**src/rtl/pfps_pkg.sv**
```systemverilog
// Shared types, constants and helpers for the plane-strain phase-field point core.
// No dependencies; every other file imports it.
package pfps_pkg;

  localparam int unsigned IN_DATA_W  = 128;
  localparam int unsigned OUT_DATA_W = 504;
  localparam int unsigned IDX_W      = 10;
  localparam int unsigned STRAIN_W   = 32;
  localparam int unsigned DAMAGE_W   = 17;
  localparam int unsigned VAL_W      = 48;
  localparam int unsigned COEF_W     = 32;
  localparam int unsigned RES_W      = 16;
  localparam int unsigned CFG_IDX_W  = 2;

  localparam logic [CFG_IDX_W-1:0] REG_COEF_NORMAL   = 2'd0;
  localparam logic [CFG_IDX_W-1:0] REG_COEF_COUPLING = 2'd1;
  localparam logic [CFG_IDX_W-1:0] REG_COEF_SHEAR    = 2'd2;
  localparam logic [CFG_IDX_W-1:0] REG_RESIDUAL      = 2'd3;

  localparam logic [DAMAGE_W-1:0] DAMAGE_ONE = 17'd65536;

  typedef enum logic [2:0] {
    ST_CLEAR,
    ST_IDLE,
    ST_MOD,
    ST_MUL1,
    ST_EFF,
    ST_MUL2,
    ST_FIN
  } state_t;

  typedef struct packed {
    logic capture;
    logic mod_step;
    logic mul1;
    logic eff;
    logic mul2;
    logic finish;
  } cmd_t;

  typedef struct packed {
    logic clear_done;
    logic mod_busy;
    logic out_free;
  } status_t;

  // Saturate a signed value to 48 bits.
  function automatic logic signed [47:0] sat48(input logic signed [63:0] v);
    logic signed [63:0] hi_lim;
    logic signed [63:0] lo_lim;
    hi_lim = 64'sh0000_7FFF_FFFF_FFFF;
    lo_lim = -64'sh0000_8000_0000_0000;
    if (v > hi_lim) begin
      return 48'sh7FFF_FFFF_FFFF;
    end else if (v < lo_lim) begin
      return 48'sh8000_0000_0000;
    end else begin
      return v[47:0];
    end
  endfunction

endpackage

```
**src/rtl/pfps_ctrl.sv**
```systemverilog
// Sequencer for the point core: clearing pass, index wrap, and the four compute steps.
// Depends on pfps_pkg.
module pfps_ctrl (
  input  logic              clk,
  input  logic              rst,
  input  logic              s_tvalid,
  output logic              s_tready,
  input  pfps_pkg::status_t status,
  output pfps_pkg::cmd_t    cmd
);
  import pfps_pkg::*;

  state_t state;
  state_t state_next;

  always_ff @(posedge clk) begin
    if (rst) begin
      state <= ST_CLEAR;
    end else begin
      state <= state_next;
    end
  end

  always_comb begin
    state_next = state;
    unique case (state)
      ST_CLEAR: if (status.clear_done) state_next = ST_IDLE;
      ST_IDLE:  if (s_tvalid) state_next = ST_MOD;
      ST_MOD:   if (!status.mod_busy) state_next = ST_MUL1;
      ST_MUL1:  state_next = ST_EFF;
      ST_EFF:   state_next = ST_MUL2;
      ST_MUL2:  state_next = ST_FIN;
      ST_FIN:   if (status.out_free) state_next = ST_IDLE;
      default:  state_next = ST_CLEAR;
    endcase
  end

  always_comb begin
    cmd      = '0;
    s_tready = 1'b0;
    unique case (state)
      ST_IDLE: begin
        s_tready    = 1'b1;
        cmd.capture = s_tvalid;
      end
      ST_MOD:  cmd.mod_step = status.mod_busy;
      ST_MUL1: cmd.mul1 = 1'b1;
      ST_EFF:  cmd.eff = 1'b1;
      ST_MUL2: cmd.mul2 = 1'b1;
      ST_FIN:  cmd.finish = status.out_free;
      default: cmd = '0;
    endcase
  end

endmodule

```
**config.mk**
```make
export PLATFORM = sky130hd
export DESIGN_NAME = pfps_ctrl
export DESIGN_NICKNAME = d
export VERILOG_FILES = /design/src/rtl/pfps_pkg.sv /design/src/rtl/pfps_ctrl.sv
export SDC_FILE = /design/constraint.sdc
export NUM_CORES = 1
export LEC_CHECK = 0
export BUFFER_PORTS_ARGS = -buffer_cell sky130_fd_sc_hd__clkbuf_2
export CORE_AREA = 2 2 39 41
export CTS_CLUSTER_DIAMETER = 30
export DETAILED_ROUTE_END_ITERATION = 12
export DIE_AREA = 0 0 41 43
export GPL_TIMING_DRIVEN = 0
export PLACE_DENSITY = 0.33
export SYNTH_ARGS = -nofsm -noshare
export SYNTH_HDL_FRONTEND = slang
export SYNTH_SLANG_ARGS = --single-unit
```
**constraint.sdc**
```tcl
create_clock -name clk -period 1.2 [get_ports clk]
set_input_delay 0.24 -clock clk [delete_from_list [all_inputs] [get_ports clk]]
set_output_delay 0.24 -clock clk [all_outputs]
set_load 0.03 [all_outputs]
```
==> metrics.cfg, run 1 <==
[status]
status = finished with violations
failed_checks = setup timing

[hold_path]
hold_path.class = in2reg

[clock_tree]
cts_tree = done
clockBufferDepth = 2
clk_latency_ps = 230
numCtsBuffers = 3
clock_sinks = 3
cts.htree.levels = 1
cts_root_buf = clkbuf_4
clk_pin_slew_ps = 40

[detailed_routing]
remaining_drc_errors = 0
drt_wl_total_um = 693
ant_nets = 0
drt_pass1_iterations = 2
wire_per_inst_um = 11.0
viasPerCell = 4.24
num_vias = 267
drtIter0Drc = 2

[placement]
place_inst = 53
dpl.hpwl_um = 401
gp_congestion = 0.712
port_buffers = 12
post_dp_cell_area_um2 = 308

[sta]
rsz0062_at_grt = yes
fmax_mhz = 718
slew_viol_final = 0
setup_viol = 7
hold_viol = 0
fin_crit_sh_pct = 116
finalSetupTns_ps = -848
setup_ws_ps = -193
finalCriticalPeriod_ps = 1390
tightest_slew_ps = 200
timing.slew.headroom_pct = 86.6
fin_skew_ps = 0.193

[synthesis]
syn_nets = 31
yosys.area.top_type_share_pct = 29.8
synth_area_um2 = 201
synth.area.top_cells = dfxtp_1 30%, nor3b_1 7.5%, nand2b_1 6.2%, nor3b_2 6.2%, nor2_1 5.6%
yosysSeqAreaShare_pct = 29.8
syn_area_per_cell_um2 = 8.06
async_reset_ff_share_pct = 0
yosysTopAreaCell = dfxtp_1
synthTopCellsByCount = 3 x dfxtp_1, 3 x nor2_1, 2 x a21oi_1, 2 x nand2b_1, 2 x nor3b_1
synth_edf_count = 0
yosys_register_bits = 3
syn_inst = 25
yosysWarnings = 0
synthFlopType = dfxtp_1
ys_types = 18

[finish]
reg_top3 = state (3)
design_area_um2 = 484
fin_util_pct = 35.0
n_fill_cell = 150
largest_reg_flops = 3
regMostFlops = state
diodes = 0
fin_cells = 63
area_growth_syn_to_layout_pct = 140
drive_gt1_share_pct = 76.6
finalNetCount = 54

[critical_path]
worst_path_largest_cell_delay_ps = 320
rrSetupSlack_ps = 110
crit_fanout = 5
endpoint_kind = output port
crit_slowest_cell = dfxtp_2
critPathArrivalTime_ps = 1150
crit_chain = buf_6, nor3b_4, and2_4, buf_8
crit_required_ps = 960
crit_path_start_kind = flip-flop
crit_type = reg2out

[floorplanning]
num_rows = 14
core_um2 = 1380
die_area_um2 = 1760
die_height_um = 43
ios = 13
start_util_pct = 14.6
die_w_um = 41

[global_routing]
grt_pass1_wl_um = 972
antenna_found_initial = 0
overflow = 0
grt_use_total_pct = 9.14
grt_start_max_net_pins = 9
grt_pass1_vias = 259

[power]
power.total_w = 0.000463
p_per_area_nw_per_um2 = 956
vdd_drop_max_mv = 0.347
leakage_nw = 0.214

[job]
cap_violations = 0

layout make-up:
cell class                      count  area (um^2)  area share [%]
Sequential cell                     3         68.8            14.2
Tap cell                           16         20.0            4.13
Clock buffer                        4         26.3            5.43
Buffer                              1         11.3            2.33
Inverter                            1         3.75           0.775
Timing Repair Buffer               18          165            34.1
Multi-Input combinational cell     20          189            39.0
cells in the final DEF (no fill, tap or decap), drive strengths merged, types with 2 or more instances in the layout:
master	count
clkbuf	12
buf	11
nor3b	3
nor2	3
dfxtp	3
a21oi	2
nand2b	2
kinds of logic (layout without fill, tap and decap cells):
group / Yosys count / count (layout) / synth area share [%]
DFF: 3 / 3 / 29.8
and+or+nand+nor: 14 / 14 / 46.6
buffers and inverters: 2 / 24 / 4.34
AOI/OAI and AO/OA: 6 / 6 / 19.3
final timing paths:
kind             from        to  cells after the start
max          state[2]    cmd[5]                      4
min               rst  state[1]                      2
max reg2reg  state[0]  state[0]                      5
min reg2reg  state[1]  state[1]                      3
routing by layer:
metal	vias up	share of wire (%)	track usage [%]
met5	-	0	0
met4	0	0	6.00
met3	0	4.9	6.28
met2	5	62	15.6
met1	129	33	6.43
li1	133	-	-
where the power goes:
group | total, W | switching, W | internal [W] | leakage, nW
clock network | 0.000177 | 0.0000522 | 0.000125 | 0.0150
registers | 0.000128 | 0.0000180 | 0.000110 | 0.0264
logic | 0.000158 | 0.0000696 | 0.0000888 | 0.173
per-stage QoR:
stage | setup slack [ps] | hold WS, ps
2_1_floorplan | -104 | 309
5_1_grt | -262 | 191
3_5_place_dp | -88.8 | 451
4_1_cts | -212 | 191
6_report | -193 | 200
3_3_place_gp | -90.4 | 451
timing repair:
| item | 4_1_cts | 5_1_grt |
|---|---|---|
| cloned | 1 | 0 |
| hold buffers | 0 | 0 |
| resized for setup | 20 | 10 |
| buffers inserted | 4 | 1 |
| pin swaps | 2 | 4 |
| setup endpoints to repair | 7 | 8 |
critical path: cells and delay by family (launching register included):
family        cells  cell delay [ps]
buf+inv           2              230
flops             1              320
simple gates      2              360
Power figures use the tool's default switching activity.
==> run 2: changes to the inputs <==
- BUFFER_PORTS_ARGS: -buffer_cell sky130_fd_sc_hd__clkbuf_2 -> default
- CORE_AREA: 2 2 39 41 -> 4 4 41 43
- DIE_AREA: 0 0 41 43 -> 0 0 45 47
- DONT_BUFFER_PORTS: default -> 1
- PLACE_DENSITY: 0.33 -> 0.3
==> metrics.cfg, run 2 (synthesized netlist as in run 1, its figures left out) <==
[finish]
layout_common_cells = 4 x buf_4, 3 x nor3b_4, 3 x clkbuf_4, 3 x dfxtp_4
regMostFlops = state
area_growth_syn_to_layout_pct = 97.5
largest_reg_flops = 3  ; unchanged
layout_commonest_cell = buf_4
fin_cells = 51  ; -19%
drive_gt1_share_pct = 69.4  ; -7.2 points
fin_util_pct = 30.6  ; -4.4 points
finalNetCount = 43  ; -20%
reg_top3 = state (3)
diodes = 0  ; unchanged

[critical_path]
reg2reg_to = state[0]
crit_fanout = 7  ; +2
reg2reg_from = state[2]
worst_path_largest_cell_delay_ps = 390  ; +70 ps
r2r_cells = 6  ; +1
critPathArrivalTime_ps = 1270  ; +120 ps
crit_chain = nor3b_4, and2_4
crit_slowest_cell = nor3b_4
crit_path_start_kind = flip-flop
rrSetupSlack_ps = -100  ; -210 ps
crit_type = reg2out
critical_path.top_delay_family = simple AND/OR/NAND/NOR gates
crit_buf_inv = 0  ; -2
endpoint_kind = output port
crit_required_ps = 960  ; about the same

[global_routing]
antenna_found_initial = 0  ; unchanged
grt_pass1_wl_um = 890  ; -8.4%
grt_start_max_net_pins = 10  ; +1
grt_pass1_vias = 217  ; -16%
grt_use_total_pct = 6.47  ; -2.7 points
overflow = 0  ; unchanged

[clock_tree]
cts_root_buf = clkbuf_4
numCtsBuffers = 3  ; unchanged
clockBufferDepth = 2  ; unchanged
clk_latency_ps = 230  ; about the same
cts_tree = done
clock_sinks = 3  ; unchanged
cts_hold_buf = 0  ; unchanged
cts.htree.levels = 1  ; unchanged
clk_pin_slew_ps = 40  ; about the same

[sta]
finalCriticalPeriod_ps = 1510  ; +113 ps
tightest_slew_ps = 401  ; +201 ps
fmax_mhz = 664  ; -7.5%
slew_viol_final = 0  ; unchanged
setup_ws_ps = -305  ; -113 ps
fin_crit_sh_pct = 125  ; +9.4 points
setup_viol = 7  ; unchanged
timing.slew.headroom_pct = 73.2  ; -13 points
rsz0062_at_grt = yes
timing.hold.ws_ps = 65.7  ; -135 ps
hold_viol = 0  ; unchanged
fin_skew_ps = 0.524  ; +0.331 ps

[hold_path]
hold_path.class = in2reg
hold-path-endpoint = state[1]
hp-start = rst
holdPathStages = 1  ; -1

[status]
failed_checks = setup timing
status = finished with violations

[detailed_routing]
wire_per_inst_um = 12.3  ; +11%
ant_nets = 0  ; unchanged
remaining_drc_errors = 0  ; unchanged
viasPerCell = 4.61  ; +8.7%
num_vias = 235  ; -12%
drt_wl_total_um = 625  ; -9.8%
drt_pass1_iterations = 2  ; unchanged
drtIter0Drc = 1  ; -1

[floorplanning]
die_w_um = 45  ; +9.8%
core_um2 = 1300  ; -6.0%
num_rows = 13  ; -1
start_util_pct = 15.5  ; +0.92 points
die_area_um2 = 2120  ; +20%
die_height_um = 47  ; +9.3%
ios = 13  ; unchanged

[power]
p_per_area_nw_per_um2 = 1070  ; +12%
power.total_w = 0.000426  ; -7.9%
leakage_nw = 0.149  ; -31%
vdd_drop_max_mv = 0.454  ; +31%

[placement]
gp_congestion = 0.677  ; -4.9%
dpl.hpwl_um = 429  ; +7.0%
place_inst = 40  ; -25%
port_buffers = 0  ; -12

[job]
cap_violations = 0  ; unchanged

-- run 2: cell types whose count changed in the layout (fill, tap and decap cells not counted), moves of 2 or more --
cell,delta
nor3b_2,-2
clkbuf_8,-3
clkbuf_2,-5
buf_8,-2
nor3b_4,+2
-- run 2: area by class of cell --
class | instances | area [um^2]
flip-flops and latches | 3 | 71.3
clock buffers | 4 | 26.3
multi-input cells | 20 | 190
inverters | 1 | 3.75
repair buffers | 8 | 87.6
well taps | 15 | 18.8
fillers | 150 | 903
-- run 2: worst max-delay path by stage --
stage | end | depth (start not counted) | startpoint | slack (ps)
CTS | cmd[5] | 3 | state[2] | -370
floorplan | cmd[5] | 3 | state[2] | -100
finish | cmd[5] | 2 | state[0] | -310
global route | cmd[5] | 2 | state[0] | -370
global placement | cmd[4] | 2 | state[1] | -200
detailed placement | cmd[4] | 2 | state[1] | -200
-- run 2: report_power, final --
part	switching [W]	internal [W]	total [W]
Clock	0.0000513	0.000125	0.000176
Sequential	0.0000147	0.000108	0.000123
Combinational	0.0000614	0.0000662	0.000128
-- run 2: metrics by stage --
step / worst slack, ps / instance area (um^2) / TNS, ps
3_3_place_gp: -203 / 246 / -518
4_1_cts: -370 / 329 / -1570
6_report: -305 / 398 / -1230
3_5_place_dp: -201 / 246 / -513
5_1_grt: -368 / 398 / -1610
2_1_floorplan: -104 / 228 / -255
-- run 2: worst register-to-register path, cell delays in order, from the launching register on --
cell	delay (ps)
dfxtp_4	360
buf_6	120
buf_8	120
buf_4	120
nor4_1	310
nor3_2	70
o21a_1	100
-- run 2: what timing repair did --
action                                  in CTS  in global routing
pin swaps                                    4                  5
gates resized for setup                     11                  8
setup buffers                                3                  6
endpoints found under the setup margin       7                  9
-- run 2: routing by layer --
metal / track usage, % / share of wire, % / vias to the layer above
met4: 3.51 / 0 / 0
met3: 6.13 / 13 / 0
met5: 0 / 0 / -
li1: - / - / 112
met1: 5.44 / 34 / 113
met2: 10.2 / 53 / 10
==> run 3: changes to the inputs <==
- PLACE_DENSITY: 0.3 -> 0.39
==> metrics.cfg, run 3 (synthesized netlist as in run 1, its figures left out) <==
[clock_tree]
cts_tree = done
clockBufferDepth = 2  ; unchanged
numCtsBuffers = 3  ; unchanged
clk_pin_slew_ps = 30  ; about the same
cts_hold_buf = 0  ; unchanged
clock_sinks = 3  ; unchanged
cts.htree.levels = 1  ; unchanged
cts_root_buf = clkbuf_4
clk_latency_ps = 230  ; about the same

[hold_path]
hp-start = rst
hold_path.class = in2reg
hold-path-endpoint = state[1]
holdPathStages = 1  ; unchanged

[detailed_routing]
num_vias = 220  ; -6.4%
ant_nets = 0  ; unchanged
wire_per_inst_um = 11.9  ; -2.7%
drt_wl_total_um = 584  ; -6.6%
drtIter0Drc = 2  ; +1
viasPerCell = 4.49  ; -2.6%
drt_pass1_iterations = 2  ; unchanged
remaining_drc_errors = 0  ; unchanged

[finish]
drive_gt1_share_pct = 64.7  ; -4.7 points
diodes = 0  ; unchanged
area_growth_syn_to_layout_pct = 73.3
layout_commonest_cell = buf_4
reg_top3 = state (3)
largest_reg_flops = 3  ; unchanged
design_area_um2 = 349  ; -12%
finalNetCount = 41  ; -4.7%
layout_common_cells = 5 x buf_4, 3 x clkbuf_4, 3 x dfxtp_4
regMostFlops = state
n_fill_cell = 151  ; +0.67%

[global_routing]
grt_pass1_vias = 236  ; +8.8%
grt_start_max_net_pins = 10  ; unchanged
grt_pass1_wl_mm = 1.04  ; +16%
antenna_found_initial = 0  ; unchanged
grt_use_total_pct = 6.86  ; +0.39 points
overflow = 0  ; unchanged

[power]
vdd_drop_max_mv = 0.583  ; +29%
seqPwrFrac_pct = 30.5  ; +1.7 points
power.total_w = 0.000407  ; -4.6%
p_per_area_nw_per_um2 = 1160  ; +8.7%
total_switching_power_w = 0.000119  ; -6.9%
leakage_nw = 0.127  ; -15%
p_int_w = 0.000288  ; -3.6%
combPwrFrac_pct = 27.4  ; -2.5 points
swShare_pct = 29.2  ; -0.72 points
clkPwrFrac_pct = 42.1  ; +0.9 points

[sta]
timing.slew.headroom_pct = 63.7  ; -9.5 points
finalSetupTns_ps = -959  ; +268 ps
hold_viol = 0  ; unchanged
timing.hold.ws_ps = 73.4  ; +7.77 ps
tightest_slew_ps = 542  ; +140 ps
slew_viol_final = 0  ; unchanged
finalCriticalPeriod_ps = 1520  ; +14.5 ps
fin_crit_sh_pct = 127  ; +1.2 points
setup_ws_ps = -320  ; -14.5 ps
fin_skew_ps = 1.95  ; +1.42 ps
setup_viol = 7  ; unchanged
fmax_mhz = 658  ; -0.95%
rsz0062_at_grt = yes

[critical_path]
reg2reg_from = state[0]
crit_fanout = 7  ; unchanged
r2r_cells = 4  ; -2
rrSetupSlack_ps = 90  ; +190 ps
critPathArrivalTime_ps = 1280  ; about the same
worstSetupStartpoint = state[1]
reg2reg_to = state[0]
crit_path_start_kind = flip-flop
endpoint_kind = output port
crit_type = reg2out
crit_required_ps = 960  ; about the same

[placement]
post_dp_cell_area_um2 = 246  ; unchanged
place_ws_ps = -198  ; +3.36 ps
gp_congestion = 0.636  ; -6.0%
port_buffers = 0  ; unchanged

[floorplanning]
core_um2 = 1300  ; unchanged
die_height_um = 47  ; unchanged
start_util_pct = 15.5  ; unchanged
ios = 13  ; unchanged
die_area_um2 = 2120  ; unchanged
num_rows = 13  ; unchanged
die_w_um = 45  ; unchanged

[status]
failed_checks = setup timing
status = finished with violations

[job]
cap_violations = 0  ; unchanged

## run 3: power by group through the flow
| stage | clock (W) | sequential [W] | combinational, W |
|---|---|---|---|
| floorplan | 0 | 0.000124 | 0.0000722 |
| global placement | 0 | 0.000128 | 0.0000775 |
| detailed placement | 0 | 0.000128 | 0.0000789 |
| CTS | 0.000181 | 0.000129 | 0.0000889 |
| global route | 0.000192 | 0.000126 | 0.000122 |
| finish | 0.000171 | 0.000124 | 0.000111 |
## run 3: worst max-delay path by stage
stage | to | slack [ps] | cells after the start
finish | cmd[5] | -320 | 2
global route | cmd[5] | -360 | 2
CTS | cmd[5] | -380 | 3
detailed placement | cmd[4] | -200 | 2
global placement | cmd[4] | -180 | 2
floorplan | cmd[5] | -100 | 3
## run 3: stage by stage
stage,instances,util [%]
after floorplan,25,-
after CTS,45,23.7
after global placement,40,18.9
after detailed placement,40,18.9
after global routing,49,26.8
final,49,26.8
## run 3: timing repair
action | 4_1_cts | 5_1_grt
pin swaps | 4 | 3
endpoints found under the setup margin | 7 | 9
buffers inserted | 1 | 5
gates resized for setup | 8 | 5
## run 3: metal layers
metal  vias to the layer above  routed length [um]  global-route usage, %
met5                         -                   0                      0
met4                         0                   0                   1.75
met3                         0                  63                   4.21
met2                        12                 250                   9.60
met1                       100                 270                   8.82
li1                        108                   -                      -
## run 3: layout make-up
class                           instances  area (um^2)  area share (%)
Sequential cell                         3         71.3            20.4
Timing Repair Buffer                    6         48.8            14.0
Tap cell                               15         18.8            5.38
Multi-Input combinational cell         20          180            51.6
Inverter                                1         3.75            1.08
Clock buffer                            4         26.3            7.53
## run 3: critical path: stages (launching register included)
cell     delay (ps)
dfxtp_4         360
nor3b_4         400
and2_4          280
